### src/rtl/acct_pkg.sv
// Shared types, constants and saturation helpers for the cursor tracker.
`timescale 1ns / 1ps

package acct_pkg;

    // Screen and parser limits
    localparam int SCREEN_WIDTH    = 800;
    localparam int SCREEN_HEIGHT   = 600;
    localparam int MAX_ARGS        = 16;
    localparam int MAX_PARAM_BYTES = 63;
    localparam int ARG_LIMIT       = 9999;
    localparam int TAB_CELLS       = 8;

    localparam int ARG_W   = 14;
    localparam int TOTAL_W = 5;
    localparam int COUNT_W = 6;
    localparam int MULA_W  = 18;
    localparam int PROD_W  = MULA_W + 9;
    localparam int SUM_W   = PROD_W + 1;
    localparam int DIV_W   = 16;
    localparam int DCNT_W  = 4;

    localparam logic [TOTAL_W-1:0] MAX_ARGS_V   = TOTAL_W'(MAX_ARGS);
    localparam logic [COUNT_W-1:0] MAX_PBYTES_V = COUNT_W'(MAX_PARAM_BYTES);
    localparam logic [ARG_W-1:0]   ARG_LIMIT_V  = ARG_W'(ARG_LIMIT);
    localparam logic [DCNT_W-1:0]  DIV_LAST_V   = DCNT_W'(DIV_W - 1);

    localparam logic signed [SUM_W-1:0] SCREEN_W_S = SUM_W'(SCREEN_WIDTH);
    localparam logic signed [SUM_W-1:0] SCREEN_H_S = SUM_W'(SCREEN_HEIGHT);
    localparam logic [15:0] SCREEN_W_16 = 16'(SCREEN_WIDTH);
    localparam logic [15:0] SCREEN_H_16 = 16'(SCREEN_HEIGHT);
    localparam logic signed [SUM_W-1:0] X_MIN_S = -(SUM_W'(32768));
    localparam logic signed [SUM_W-1:0] X_MAX_S = SUM_W'(32767);
    localparam logic signed [SUM_W-1:0] Y_MAX_S = SUM_W'(65535);
    localparam logic signed [MULA_W-1:0] TAB_CELLS_S = MULA_W'(TAB_CELLS);

    // Configuration register indexes
    localparam logic CFG_CELL_WIDTH  = 1'b0;
    localparam logic CFG_CELL_HEIGHT = 1'b1;
    localparam logic [7:0] CELL_WIDTH_RST  = 8'd8;
    localparam logic [7:0] CELL_HEIGHT_RST = 8'd16;

    // Result commands
    localparam logic [1:0] CMD_CURSOR = 2'd0;
    localparam logic [1:0] CMD_GLYPH  = 2'd1;
    localparam logic [1:0] CMD_CLEAR  = 2'd2;

    // Byte codes
    localparam logic [7:0] CH_BEL      = 8'h07;
    localparam logic [7:0] CH_BS       = 8'h08;
    localparam logic [7:0] CH_TAB      = 8'h09;
    localparam logic [7:0] CH_LF       = 8'h0A;
    localparam logic [7:0] CH_CR       = 8'h0D;
    localparam logic [7:0] CH_ESC      = 8'h1B;
    localparam logic [7:0] CH_ZERO     = 8'h30;
    localparam logic [7:0] CH_NINE     = 8'h39;
    localparam logic [7:0] CH_SEMI     = 8'h3B;
    localparam logic [7:0] CH_LBRACKET = 8'h5B;
    localparam logic [7:0] FINAL_LO    = 8'h40;
    localparam logic [7:0] FINAL_HI    = 8'h7E;
    localparam logic [7:0] FIN_UP      = 8'h41;
    localparam logic [7:0] FIN_DOWN    = 8'h42;
    localparam logic [7:0] FIN_RIGHT   = 8'h43;
    localparam logic [7:0] FIN_LEFT    = 8'h44;
    localparam logic [7:0] FIN_CUP     = 8'h48;
    localparam logic [7:0] FIN_HVP     = 8'h66;
    localparam logic [7:0] FIN_SAVE    = 8'h73;
    localparam logic [7:0] FIN_RESTORE = 8'h75;

    typedef enum logic [1:0] {
        MODE_NORMAL,
        MODE_ESC,
        MODE_CSI
    } t_mode;

    typedef enum logic [3:0] {
        OP_NONE,
        OP_GLYPH,
        OP_BS,
        OP_NL,
        OP_CR,
        OP_TAB,
        OP_CUP,
        OP_UP,
        OP_DOWN,
        OP_RIGHT,
        OP_LEFT,
        OP_SAVE,
        OP_RESTORE
    } t_op;

    typedef enum logic [3:0] {
        S_IDLE,
        S_DECODE,
        S_DISPATCH,
        S_DIV_X,
        S_SAVE_X,
        S_DIV_Y,
        S_SAVE_Y,
        S_MUL_Y,
        S_APPLY_Y,
        S_MUL_X,
        S_APPLY_X,
        S_DONE
    } t_state;

    typedef struct packed {
        logic capture;
        logic decode;
        logic div_start_x;
        logic div_start_y;
        logic div_step;
        logic save_col;
        logic save_row;
        logic mul_x;
        logic mul_y;
        logic apply_x;
        logic apply_y;
        logic load_out;
    } t_cmd;

    typedef struct packed {
        t_op  op;
        logic div_last;
    } t_sts;

    function automatic logic [15:0] sat_x(input logic signed [SUM_W-1:0] v);
        logic [15:0] r;
        if (v < X_MIN_S) begin
            r = 16'h8000;
        end else if (v > X_MAX_S) begin
            r = 16'h7FFF;
        end else begin
            r = v[15:0];
        end
        return r;
    endfunction

    function automatic logic [15:0] sat_y(input logic signed [SUM_W-1:0] v);
        logic [15:0] r;
        if (v < 0) begin
            r = 16'h0000;
        end else if (v > Y_MAX_S) begin
            r = 16'hFFFF;
        end else begin
            r = v[15:0];
        end
        return r;
    endfunction

endpackage

### src/rtl/acct_ctrl.sv
// Sequencer: decode per byte, then divide, multiply and apply as needed.
`timescale 1ns / 1ps

module acct_ctrl (
    input  logic           i_clk,
    input  logic           i_rst_n,
    input  logic           i_in_valid,
    output logic           o_in_ready,
    output logic           o_out_valid,
    input  logic           i_out_ready,
    input  acct_pkg::t_sts i_sts,
    output acct_pkg::t_cmd o_cmd
);
    import acct_pkg::*;

    t_state r_state;
    t_state n_state;
    logic   r_out_valid;
    logic   n_out_valid;
    logic   out_free;

    assign out_free = !r_out_valid || i_out_ready;

    always_ff @(posedge i_clk) begin
        if (!i_rst_n) begin
            r_state     <= S_IDLE;
            r_out_valid <= 1'b0;
        end else begin
            r_state     <= n_state;
            r_out_valid <= n_out_valid;
        end
    end

    always_comb begin
        n_state = r_state;
        case (r_state)
            S_IDLE: begin
                if (i_in_valid) n_state = S_DECODE;
            end
            S_DECODE: n_state = S_DISPATCH;
            S_DISPATCH: begin
                case (i_sts.op)
                    OP_TAB, OP_SAVE:                   n_state = S_DIV_X;
                    OP_CUP, OP_RESTORE, OP_UP, OP_DOWN: n_state = S_MUL_Y;
                    OP_RIGHT, OP_LEFT:                 n_state = S_MUL_X;
                    default:                           n_state = S_DONE;
                endcase
            end
            S_DIV_X: begin
                if (i_sts.div_last) n_state = (i_sts.op == OP_SAVE) ? S_SAVE_X : S_MUL_X;
            end
            S_SAVE_X: n_state = S_DIV_Y;
            S_DIV_Y: begin
                if (i_sts.div_last) n_state = S_SAVE_Y;
            end
            S_SAVE_Y: n_state = S_DONE;
            S_MUL_Y:  n_state = S_APPLY_Y;
            S_APPLY_Y: begin
                if (i_sts.op == OP_CUP || i_sts.op == OP_RESTORE) begin
                    n_state = S_MUL_X;
                end else begin
                    n_state = S_DONE;
                end
            end
            S_MUL_X:   n_state = S_APPLY_X;
            S_APPLY_X: n_state = S_DONE;
            S_DONE: begin
                if (out_free) n_state = S_IDLE;
            end
            default: n_state = S_IDLE;
        endcase
    end

    always_comb begin
        o_cmd       = '0;
        o_in_ready  = 1'b0;
        case (r_state)
            S_IDLE: begin
                o_in_ready  = 1'b1;
                o_cmd.capture = i_in_valid;
            end
            S_DECODE: o_cmd.decode = 1'b1;
            S_DISPATCH: begin
                o_cmd.div_start_x = (i_sts.op == OP_TAB) || (i_sts.op == OP_SAVE);
            end
            S_DIV_X, S_DIV_Y: o_cmd.div_step = 1'b1;
            S_SAVE_X: begin
                o_cmd.save_col    = 1'b1;
                o_cmd.div_start_y = 1'b1;
            end
            S_SAVE_Y:  o_cmd.save_row = 1'b1;
            S_MUL_Y:   o_cmd.mul_y    = 1'b1;
            S_APPLY_Y: o_cmd.apply_y  = 1'b1;
            S_MUL_X:   o_cmd.mul_x    = 1'b1;
            S_APPLY_X: o_cmd.apply_x  = 1'b1;
            S_DONE:    o_cmd.load_out = out_free;
            default: ;
        endcase
    end

    assign n_out_valid = o_cmd.load_out || (r_out_valid && !i_out_ready);
    assign o_out_valid = r_out_valid;

endmodule

### src/rtl/acct_dp.sv
// Parser state, cursor registers, shared multiplier, serial divider and result word.
`timescale 1ns / 1ps

module acct_dp (
    input  logic               i_clk,
    input  logic               i_rst_n,
    input  acct_pkg::t_cmd     i_cmd,
    output acct_pkg::t_sts     o_sts,
    input  logic [7:0]         i_byte_in,
    input  logic [7:0]         i_cell_w,
    input  logic [7:0]         i_cell_h,
    output logic [1:0]         o_command,
    output logic [7:0]         o_glyph_code,
    output logic signed [15:0] o_cell_x,
    output logic [15:0]        o_cell_y,
    output logic signed [15:0] o_cursor_x,
    output logic [15:0]        o_cursor_y
);
    import acct_pkg::*;

    // Architectural state
    t_mode               r_mode;
    logic [COUNT_W-1:0]  r_pcount;
    logic [ARG_W-1:0]    r_arg0;
    logic [ARG_W-1:0]    r_arg1;
    logic [TOTAL_W-1:0]  r_total;
    logic [ARG_W-1:0]    r_seg;
    logic                r_seg_ne;
    logic [15:0]         r_pos_x;
    logic [15:0]         r_pos_y;
    logic [15:0]         r_saved_col;
    logic [15:0]         r_saved_row;
    t_op                 r_op;

    // Working registers
    logic [7:0]          r_byte;
    logic [1:0]          r_cmd;
    logic [7:0]          r_glyph;
    logic [15:0]         r_cx;
    logic [15:0]         r_cy;
    logic signed [PROD_W-1:0] r_prod;
    logic [DIV_W-1:0]    r_div_q;
    logic [7:0]          r_div_rem;
    logic [7:0]          r_div_d;
    logic                r_div_neg;
    logic [DCNT_W-1:0]   r_div_cnt;

    // Decode next values
    t_mode               n_mode;
    logic [COUNT_W-1:0]  n_pcount;
    logic [ARG_W-1:0]    n_arg0;
    logic [ARG_W-1:0]    n_arg1;
    logic [TOTAL_W-1:0]  n_total;
    logic [ARG_W-1:0]    n_seg;
    logic                n_seg_ne;
    t_op                 d_op;
    logic                do_close;
    logic [16:0]         digit_acc;

    logic signed [SUM_W-1:0] xs;
    logic signed [SUM_W-1:0] ys;
    logic signed [SUM_W-1:0] ws;
    logic signed [SUM_W-1:0] hs;
    logic signed [SUM_W-1:0] ps;
    logic [15:0]         x_plus_w;
    logic [15:0]         x_minus_w;
    logic [15:0]         y_plus_h;

    logic [ARG_W-1:0]    a0one;
    logic [ARG_W-1:0]    a1one;
    logic signed [DIV_W:0]    quot_s;
    logic signed [MULA_W-1:0] mul_a;
    logic [7:0]          mul_b;

    logic [8:0]          div_t;
    logic                div_ge;
    logic [7:0]          div_rem_n;

    logic signed [SUM_W-1:0] ty;
    logic signed [SUM_W-1:0] tx;
    logic [15:0]         apply_y_val;
    logic [15:0]         apply_x_val;

    // Parser: next mode, argument state and operation for the held byte
    always_comb begin
        n_mode    = r_mode;
        n_pcount  = r_pcount;
        n_arg0    = r_arg0;
        n_arg1    = r_arg1;
        n_total   = r_total;
        n_seg     = r_seg;
        n_seg_ne  = r_seg_ne;
        d_op      = OP_NONE;
        do_close  = 1'b0;
        digit_acc = {3'b0, r_seg} * 17'd10 + {13'b0, r_byte[3:0]};
        case (r_mode)
            MODE_ESC: begin
                if (r_byte == CH_LBRACKET) begin
                    n_mode   = MODE_CSI;
                    n_pcount = '0;
                    n_arg0   = '0;
                    n_arg1   = '0;
                    n_total  = '0;
                    n_seg    = '0;
                    n_seg_ne = 1'b0;
                end else begin
                    n_mode = MODE_NORMAL;
                end
            end
            MODE_CSI: begin
                if (r_byte inside {[FINAL_LO:FINAL_HI]}) begin
                    do_close = 1'b1;
                    n_mode   = MODE_NORMAL;
                    case (r_byte)
                        FIN_CUP, FIN_HVP: d_op = OP_CUP;
                        FIN_UP:           d_op = OP_UP;
                        FIN_DOWN:         d_op = OP_DOWN;
                        FIN_RIGHT:        d_op = OP_RIGHT;
                        FIN_LEFT:         d_op = OP_LEFT;
                        FIN_SAVE:         d_op = OP_SAVE;
                        FIN_RESTORE:      d_op = OP_RESTORE;
                        default:          d_op = OP_NONE;
                    endcase
                end else if (r_pcount < MAX_PBYTES_V) begin
                    n_pcount = r_pcount + 1'b1;
                    if (r_byte == CH_SEMI) begin
                        do_close = 1'b1;
                    end else begin
                        n_seg_ne = 1'b1;
                        if (r_byte inside {[CH_ZERO:CH_NINE]}) begin
                            n_seg = (digit_acc > {3'b0, ARG_LIMIT_V}) ? ARG_LIMIT_V
                                                                       : digit_acc[ARG_W-1:0];
                        end
                    end
                end
            end
            default: begin
                case (r_byte)
                    CH_ESC:  n_mode = MODE_ESC;
                    CH_LF:   d_op = OP_NL;
                    CH_BS:   d_op = OP_BS;
                    CH_CR:   d_op = OP_CR;
                    CH_TAB:  d_op = OP_TAB;
                    CH_BEL:  d_op = OP_NONE;
                    default: d_op = OP_GLYPH;
                endcase
            end
        endcase
        // close the open segment; only the first two arguments are ever read
        if (do_close) begin
            if (r_seg_ne && r_total < MAX_ARGS_V) begin
                if (r_total == TOTAL_W'(0)) n_arg0 = r_seg;
                if (r_total == TOTAL_W'(1)) n_arg1 = r_seg;
                n_total = r_total + 1'b1;
            end
            n_seg    = '0;
            n_seg_ne = 1'b0;
        end
    end

    // Simple cursor arithmetic
    always_comb begin
        xs = SUM_W'($signed(r_pos_x));
        ys = $signed({{(SUM_W-16){1'b0}}, r_pos_y});
        ws = $signed({{(SUM_W-8){1'b0}}, i_cell_w});
        hs = $signed({{(SUM_W-8){1'b0}}, i_cell_h});
        ps = SUM_W'(r_prod);
        x_plus_w  = sat_x(xs + ws);
        x_minus_w = sat_x(xs - ws);
        y_plus_h  = sat_y(ys + hs);
    end

    // Multiplier operand selection
    always_comb begin
        a0one  = (r_total != '0 && r_arg0 != '0) ? r_arg0 : ARG_W'(1);
        a1one  = (r_total > TOTAL_W'(1) && r_arg1 != '0) ? r_arg1 : ARG_W'(1);
        quot_s = r_div_neg ? -$signed({1'b0, r_div_q}) : $signed({1'b0, r_div_q});
        mul_a  = $signed({{(MULA_W-ARG_W){1'b0}}, a0one});
        mul_b  = i_cell_h;
        if (i_cmd.mul_x) begin
            mul_b = i_cell_w;
            case (r_op)
                OP_CUP:     mul_a = $signed({{(MULA_W-ARG_W){1'b0}}, a1one - 1'b1});
                OP_RESTORE: mul_a = MULA_W'($signed(r_saved_col));
                OP_TAB:     mul_a = MULA_W'(quot_s) + TAB_CELLS_S;
                default:    mul_a = $signed({{(MULA_W-ARG_W){1'b0}}, a0one});
            endcase
        end else begin
            case (r_op)
                OP_CUP:     mul_a = $signed({{(MULA_W-ARG_W){1'b0}}, a0one - 1'b1});
                OP_RESTORE: mul_a = $signed({{(MULA_W-16){1'b0}}, r_saved_row});
                default:    mul_a = $signed({{(MULA_W-ARG_W){1'b0}}, a0one});
            endcase
        end
    end

    // One restoring divide step
    always_comb begin
        div_t     = {r_div_rem, r_div_q[DIV_W-1]};
        div_ge    = div_t >= {1'b0, r_div_d};
        div_rem_n = div_ge ? 8'(div_t - {1'b0, r_div_d}) : div_t[7:0];
    end

    // Apply the product to the cursor
    always_comb begin
        case (r_op)
            OP_UP:   ty = ys - ps;
            OP_DOWN: ty = ys + ps;
            default: ty = ps;
        endcase
        if (r_op == OP_DOWN && ty >= SCREEN_H_S) begin
            apply_y_val = SCREEN_H_16 - {8'b0, i_cell_h};
        end else begin
            apply_y_val = sat_y(ty);
        end
        case (r_op)
            OP_RIGHT: tx = xs + ps;
            OP_LEFT:  tx = xs - ps;
            default:  tx = ps;
        endcase
        if (r_op == OP_RIGHT && tx >= SCREEN_W_S) begin
            apply_x_val = SCREEN_W_16 - {8'b0, i_cell_w};
        end else if (r_op == OP_LEFT && tx < 0) begin
            apply_x_val = 16'h0000;
        end else begin
            apply_x_val = sat_x(tx);
        end
    end

    always_ff @(posedge i_clk) begin
        if (!i_rst_n) begin
            r_mode      <= MODE_NORMAL;
            r_pcount    <= '0;
            r_arg0      <= '0;
            r_arg1      <= '0;
            r_total     <= '0;
            r_seg       <= '0;
            r_seg_ne    <= 1'b0;
            r_pos_x     <= '0;
            r_pos_y     <= '0;
            r_saved_col <= '0;
            r_saved_row <= '0;
            r_op        <= OP_NONE;
        end else begin
            if (i_cmd.decode) begin
                r_mode   <= n_mode;
                r_pcount <= n_pcount;
                r_arg0   <= n_arg0;
                r_arg1   <= n_arg1;
                r_total  <= n_total;
                r_seg    <= n_seg;
                r_seg_ne <= n_seg_ne;
                r_op     <= d_op;
                case (d_op)
                    OP_GLYPH: r_pos_x <= x_plus_w;
                    OP_BS:    r_pos_x <= x_minus_w;
                    OP_NL: begin
                        r_pos_x <= '0;
                        r_pos_y <= y_plus_h;
                    end
                    OP_CR:    r_pos_x <= '0;
                    default: ;
                endcase
            end
            if (i_cmd.save_col) r_saved_col <= quot_s[15:0];
            if (i_cmd.save_row) r_saved_row <= r_div_q;
            if (i_cmd.apply_y)  r_pos_y     <= apply_y_val;
            if (i_cmd.apply_x)  r_pos_x     <= apply_x_val;
        end
    end

    always_ff @(posedge i_clk) begin
        if (i_cmd.capture) r_byte <= i_byte_in;
        if (i_cmd.decode) begin
            r_cmd   <= CMD_CURSOR;
            r_glyph <= '0;
            r_cx    <= '0;
            r_cy    <= '0;
            case (d_op)
                OP_GLYPH: begin
                    r_cmd   <= CMD_GLYPH;
                    r_glyph <= r_byte;
                    r_cx    <= r_pos_x;
                    r_cy    <= r_pos_y;
                end
                OP_BS: begin
                    r_cmd <= CMD_CLEAR;
                    r_cx  <= x_minus_w;
                    r_cy  <= r_pos_y;
                end
                default: ;
            endcase
        end
        if (i_cmd.mul_x || i_cmd.mul_y) begin
            r_prod <= mul_a * $signed({1'b0, mul_b});
        end
        if (i_cmd.div_start_x) begin
            r_div_q   <= r_pos_x[15] ? 16'(-r_pos_x) : r_pos_x;
            r_div_neg <= r_pos_x[15];
            r_div_d   <= i_cell_w;
            r_div_rem <= '0;
            r_div_cnt <= '0;
        end else if (i_cmd.div_start_y) begin
            r_div_q   <= r_pos_y;
            r_div_neg <= 1'b0;
            r_div_d   <= i_cell_h;
            r_div_rem <= '0;
            r_div_cnt <= '0;
        end else if (i_cmd.div_step) begin
            r_div_q   <= {r_div_q[DIV_W-2:0], div_ge};
            r_div_rem <= div_rem_n;
            r_div_cnt <= r_div_cnt + 1'b1;
        end
        if (i_cmd.load_out) begin
            o_command    <= r_cmd;
            o_glyph_code <= r_glyph;
            o_cell_x     <= r_cx;
            o_cell_y     <= r_cy;
            o_cursor_x   <= r_pos_x;
            o_cursor_y   <= r_pos_y;
        end
    end

    assign o_sts.op       = r_op;
    assign o_sts.div_last = (r_div_cnt == DIV_LAST_V);

endmodule

### src/rtl/ansi_csi_cursor_tracker.sv
// Top level: cell size registers, sequencer and datapath of the cursor tracker.
`timescale 1ns / 1ps

// Terminal cursor tracker. Feed one output byte per word on the input channel
// (i_in_valid / o_in_ready, byte on i_byte_in); every byte yields exactly one
// result word on the output channel (o_out_valid / i_out_ready): a command
// (cursor only, draw glyph, clear cell), the glyph, the cell drawn or cleared
// and the cursor position after the byte, all in pixels.
// Cell size is written through i_cfg_we / i_cfg_idx / i_cfg_data; the user must
// do so while idle; the block does not enforce it. Zero size acts as one pixel.
// Plain bytes and controls pass decode and dispatch only; CSI A-D add multiply
// and apply, CSI H/f/u both for row and column; tab divides the column first
// and CSI s divides and saves column and row. Divides use the one-bit-per-cycle
// divider, multiplies the single shared 18x9 multiplier. One byte is in work
// at a time; the next byte is taken the cycle after its result is registered.
// The result sits in an output register, so a new byte is taken while the
// previous word waits; if the receiver still stalls when the next result is
// ready, the block holds in its final step until the register frees.
// Synchronous active-low reset returns to normal parse mode, cursor and saved
// position at 0, cell size 8 x 16, and no word pending.
module ansi_csi_cursor_tracker (
    input  logic               i_clk,
    input  logic               i_rst_n,
    input  logic               i_in_valid,
    output logic               o_in_ready,
    input  logic [7:0]         i_byte_in,
    output logic               o_out_valid,
    input  logic               i_out_ready,
    output logic [1:0]         o_command,
    output logic [7:0]         o_glyph_code,
    output logic signed [15:0] o_cell_x,
    output logic [15:0]        o_cell_y,
    output logic signed [15:0] o_cursor_x,
    output logic [15:0]        o_cursor_y,
    input  logic               i_cfg_we,
    input  logic               i_cfg_idx,
    input  logic [7:0]         i_cfg_data
);
    import acct_pkg::*;

    logic [7:0] r_cell_width;
    logic [7:0] r_cell_height;
    logic [7:0] cell_w_eff;
    logic [7:0] cell_h_eff;
    t_cmd       cmd;
    t_sts       sts;

    always_ff @(posedge i_clk) begin
        if (!i_rst_n) begin
            r_cell_width  <= CELL_WIDTH_RST;
            r_cell_height <= CELL_HEIGHT_RST;
        end else if (i_cfg_we) begin
            case (i_cfg_idx)
                CFG_CELL_WIDTH:  r_cell_width  <= i_cfg_data;
                CFG_CELL_HEIGHT: r_cell_height <= i_cfg_data;
                default: ;
            endcase
        end
    end

    // zero size behaves as one pixel
    assign cell_w_eff = (r_cell_width  == 8'd0) ? 8'd1 : r_cell_width;
    assign cell_h_eff = (r_cell_height == 8'd0) ? 8'd1 : r_cell_height;

    acct_ctrl u_ctrl (
        .i_clk       (i_clk),
        .i_rst_n     (i_rst_n),
        .i_in_valid  (i_in_valid),
        .o_in_ready  (o_in_ready),
        .o_out_valid (o_out_valid),
        .i_out_ready (i_out_ready),
        .i_sts       (sts),
        .o_cmd       (cmd)
    );

    acct_dp u_dp (
        .i_clk        (i_clk),
        .i_rst_n      (i_rst_n),
        .i_cmd        (cmd),
        .o_sts        (sts),
        .i_byte_in    (i_byte_in),
        .i_cell_w     (cell_w_eff),
        .i_cell_h     (cell_h_eff),
        .o_command    (o_command),
        .o_glyph_code (o_glyph_code),
        .o_cell_x     (o_cell_x),
        .o_cell_y     (o_cell_y),
        .o_cursor_x   (o_cursor_x),
        .o_cursor_y   (o_cursor_y)
    );

endmodule
### config.mk
export PLATFORM = sky130hd
export DESIGN_NAME = ansi_csi_cursor_tracker
export DESIGN_NICKNAME = d
export VERILOG_FILES = /design/src/rtl/acct_pkg.sv /design/src/rtl/acct_ctrl.sv /design/src/rtl/acct_dp.sv /design/src/rtl/ansi_csi_cursor_tracker.sv
export SDC_FILE = /design/constraint.sdc
export NUM_CORES = 2
export LEC_CHECK = 0
export CELL_PAD_IN_SITES_DETAIL_PLACEMENT = 2
export CELL_PAD_IN_SITES_GLOBAL_PLACEMENT = 2
export CORE_ASPECT_RATIO = 1.1
export CORE_MARGIN = 5
export CORE_UTILIZATION = 41
export CTS_CLUSTER_DIAMETER = 40
export DETAILED_ROUTE_END_ITERATION = 10
export DONT_BUFFER_PORTS = 1
export MAX_ROUTING_LAYER = met4
export PLACE_DENSITY_LB_ADDON = 0.1
export SKIP_CTS_REPAIR_TIMING = 1
export SLEW_MARGIN = 25
export SYNTH_ARGS = -nofsm -noshare
export SYNTH_HDL_FRONTEND = slang
export SYNTH_SLANG_ARGS = --single-unit
### constraint.sdc
create_clock -name i_clk -period 10.6 [get_ports i_clk]
set_input_delay 1.59 -clock i_clk [delete_from_list [all_inputs] [get_ports i_clk]]
set_output_delay 1.59 -clock i_clk [all_outputs]
set_load 0.05 [all_outputs]
==> results.md <==
- The core region is a little under 70,000 um2.
- The number of nets handed over by synthesis was between 3,000 and 4,000.
- In the global route stage, overall resource usage came out at 0.304.
- CTS placed an instance of sky130_fd_sc_hd__clkbuf_16 at the clock tree root.
- The ratio of routed vias to standard cells is 6.05.
- The number of I/O pins is slightly below 100.
- Of all nets on the critical path, the largest fanout is 12.
- Global routing finished with a remaining overflow of 0.
- In the final timing run, aggregate negative setup slack is 0 ps.
- For this run, the post-layout net count is about 3,700.
- The TritonCTS sink count is 336.
- The achievable clock frequency is 0.101 GHz.
- The die outline area is around 74,000 um2.
- Setup violations remaining at the end of the flow were counted as 0.
- The detailed-route wire length is between 100,000 and 150,000 um.
- The half-perimeter wire length of the detailed placement result is approximately 85,000 um.
- Port buffering added 0 buffers.
- Entering global routing, the biggest net connects 75 pins.
- Leaving out fill and tap cells, the most frequent cells in the layout are sky130_fd_sc_hd__nor2_1 (389), sky130_fd_sc_hd__nand2_1 (346), sky130_fd_sc_hd__inv_1 (261).
- Subtracting the final worst setup slack from the clock period gives 9860 ps.
- In the final layout, flip-flops and latches occupy between 8000 and 9000 um2.
- The most common cell after layout, fill and taps aside is sky130_fd_sc_hd__nor2_1.
- The count of nets left with antenna violations once routing finished came out at 0.
- The wire length of the first global-routing pass is between 150,000 and 200,000 um.
- Together, buffers and inverters on the worst path number 5.
- Summing every instance area after synthesis gives around 28,000 um2.
- Counting along the longest clock path gives a buffer depth of 3.
- The count of final hold-check violations is 0.
- The warning count from the yosys run is 0.
- The total power is 0.00519 W.
- The x dimension of the die is about 260 um.
- Summed over all nets, the switching power comes to approximately 0.0018 W.
- The area growth from synthesis to layout is 12.0%.
- In this run the number of H-tree levels came out at 3.
- TritonCTS built the clock tree.
- The number of detailed-route iterations in the first pass is 5.
- The floorplan has 101 rows.
- Setup repair after global routing left no endpoint under its margin.
- The share of total power dissipated in combinational logic is 0.234.
- Of the total power, the share spent switching nets is 0.349.
- The via count of the first global-routing pass came to approximately 29,000.
- The number of max-slew violations in the final report was 0.
- The clock transition time at the flip-flop clock pins of the worst setup and hold paths is ~50 ps.
- The initial antenna violation count is 4.
- The data arrival at the endpoint of the critical path is slightly above 10,000 ps.
- The number of remaining DRC errors is 0.
- The placer congestion estimate is around 0.91.
- The async set-or-reset flop fraction in the synthesized netlist is 0.
- The area of the multi-input gates is between 15,000 and 20,000 um2.
- Dividing total power by cell area gives a power density of between 150 and 200 nW/um2.
- The clock network fraction of total power is 0.439.
- The endpoint class of the critical path is a register.
- Dividing the synthesized area by the synthesized cell count gives around 8.3 um2.
- The worst clock skew is roughly 26 ps.
- The critical path start-end classification is reg -> reg.
- The post-synthesis cell type count is 95.
- In the final routed layout, each cell accounts on average for roughly 26 um.
- The worst min-delay path category is reg -> reg.
- The worst endpoint required time is around 11,000 ps.
- For this configuration, the core starts out at a cell density of 0.412.
- In the synthesized netlist, the number of instances is ~3,400.
- The filler cell count is 7,663.
- The flow ran to the end, and the final reports show no timing, DRC or antenna violations.
- The minimum setup slack after placement is approximately 750 ps.
- The relative slew slack is 0.292.
- Across all layers, the routed design uses between 20,000 and 30,000 vias.
- In the post-route analysis, the smallest setup slack over all paths is around 740 ps.
- The number of flops mapped to enable cells by yosys is roughly 180.
- The total of flip-flops plus latches after synthesis is approximately 340.
- Of the total power, registers draw 0.326.
- The cell that appears most often on the critical path is sky130_fd_sc_hd__o21ai_0.
- The prevailing post-synth register cell is sky130_fd_sc_hd__edfxtp_1.
- The cell with the biggest individual delay on the critical path is sky130_fd_sc_hd__or4b_2.
- The TritonCTS buffer count is around 70.
- The gate family responsible for the most delay along the worst path is compound AO/OA/AOI/OAI gates.
- The maximum single-stage delay on the critical path is ~700 ps.
- In this run the static leakage power is approximately 13 nW.
- Across the VDD grid, the largest voltage drop is 0.000103 V.
- The share of post-route cells with drive strength above 1 is 0.0715.
- Internal power comes to around 0.0034 W.
- Across the run, the number of max-cap violations was 0.
- The share of the core filled with cells is 0.461.
- The share of the yosys chip area belonging to registers is 0.300.
- Clock latency on the worst-skew pair, taken at its later pin, is roughly 620 ps.
- Dividing the final minimum period by the clock period gives 0.930.
- For the pin with the worst max-slew slack, the measured transition is between 1000 and 1500 ps.
- Measured along the y axis, the die boundary spans between 200 and 300 um.
- The worst register-to-register path has a setup slack of approximately 740 ps.
- The kind of start point of the critical path is a register.
- The number of violations reported at the end of detailed-routing iteration 0 is approximately 1,700.
==> synth_stat cells, drive strengths merged (21+ instances only) <==
| library cell | number | area share |
|---|---|---|
| o21bai | 21 | 0.0056 |
| clkbuf | 159 | 0.021 |
| a21o | 41 | 0.011 |
| a22oi | 39 | 0.010 |
| xnor2 | 135 | 0.042 |
| nor3 | 75 | 0.013 |
| nor2b | 37 | 0.0082 |
| a21oi | 225 | 0.040 |
| inv | 263 | 0.035 |
| ha | 172 | 0.076 |
| and3 | 36 | 0.0080 |
| nor2 | 393 | 0.052 |
| xor2 | 78 | 0.024 |
| dfxtp | 160 | 0.11 |
| nand2 | 346 | 0.046 |
| a211oi | 40 | 0.011 |
| or3 | 34 | 0.0075 |
| o21ai | 193 | 0.034 |
| a31oi | 44 | 0.0097 |
| nand2b | 67 | 0.015 |
| or2 | 29 | 0.0065 |
| nor4 | 25 | 0.0060 |
| o31ai | 27 | 0.0072 |
| o21a | 31 | 0.0082 |
| edfxtp | 176 | 0.19 |
| and2 | 40 | 0.0088 |
| nand3 | 69 | 0.012 |
| o211ai | 23 | 0.0061 |
| fa | 122 | 0.086 |
==> worst paths after layout <==
path	start	endpoint	depth (start not counted)
worst max register to register	u_dp.r_arg1[2]$_SDFFE_PN0P_	u_dp.r_prod[20]$_DFFE_PP_	35
worst min register to register	u_dp.r_glyph[6]$_SDFFCE_PP0P_	u_dp.o_glyph_code[6]$_DFFE_PP_	0
worst min-delay path	u_dp.r_glyph[6]$_SDFFCE_PP0P_	u_dp.o_glyph_code[6]$_DFFE_PP_	0
worst max-delay path	u_dp.r_arg1[2]$_SDFFE_PN0P_	u_dp.r_prod[20]$_DFFE_PP_	35
==> logic make-up after synthesis <==
kind of cell,synth area share
buffers and inverters,0.0587
multiplexers,0.00508
AO/OA/AOI/OAI,0.205
adder cells (fa/ha/maj),0.162
XOR/XNOR,0.0667
AND/OR/NAND/NOR,0.203
flip-flops,0.300
==> per-stage QoR <==
| step | hold WS, ps | cells | cell area, um2 |
|---|---|---|---|
| 2_1_floorplan | 400 | 3396 | 28300 |
| 3_3_place_gp | 400 | 4198 | 29200 |
| 3_5_place_dp | 406 | 4198 | 29300 |
| 4_1_cts | 410 | 4324 | 31700 |
| 5_1_grt | 422 | 4326 | 31700 |
| 6_report | 414 | 4327 | 31700 |
==> state kept, by name, indices dropped and copies added (netlist names), 14 cells and up, named ones only <==
| register | count |
|---|---|
| u_dp.o_cursor_x | 16 |
| u_dp.o_cell_x | 16 |
| u_dp.r_seg | 14 |
| u_dp.r_saved_row | 16 |
| u_dp.r_pos_y | 16 |
| u_dp.r_div_q | 16 |
| u_dp.o_cursor_y | 16 |
| u_dp.o_cell_y | 16 |
| u_dp.r_cy | 16 |
| u_dp.r_arg1 | 14 |
| u_dp.r_pos_x | 16 |
| u_dp.r_arg0 | 14 |
| u_dp.r_saved_col | 16 |
| u_dp.r_cx | 16 |
| u_dp.r_prod | 27 |
==> metal layers <==
| layer | vias up | routed length [um] | global-route usage |
|---|---|---|---|
| li1 | 11900 | - | - |
| met3 | 219 | 4380 | 0.0348 |
| met5 | - | 0 | - |
| met2 | 603 | 57500 | 0.536 |
| met4 | 0 | 4020 | 0.103 |
| met1 | 13500 | 47000 | 0.362 |
==> power by group through the flow <==
| stage | clock (W) | sequential, W | combinational, W |
|---|---|---|---|
| 2_1_floorplan | 0 | 0.00161 | 0.000839 |
| 3_3_place_gp | 0 | 0.00170 | 0.00111 |
| 3_5_place_dp | 0 | 0.00171 | 0.00117 |
| 4_1_cts | 0.00231 | 0.00169 | 0.00120 |
| 5_1_grt | 0.00238 | 0.00170 | 0.00131 |
| 6_report | 0.00228 | 0.00169 | 0.00122 |
==> cell type report <==
type / count / share of cell area
Multi-Input combinational cell: 2620 / 0.575
Sequential cell: 336 / 0.268
Clock buffer: 79 / 0.0593
Tap cell: 927 / 0.0366
Inverter: 264 / 0.0313
Clock inverter: 47 / 0.0174
Timing Repair Buffer: 53 / 0.0124
Antenna cell: 1 / 0.0000789
Note: power is estimated with default switching activity, not from simulation.
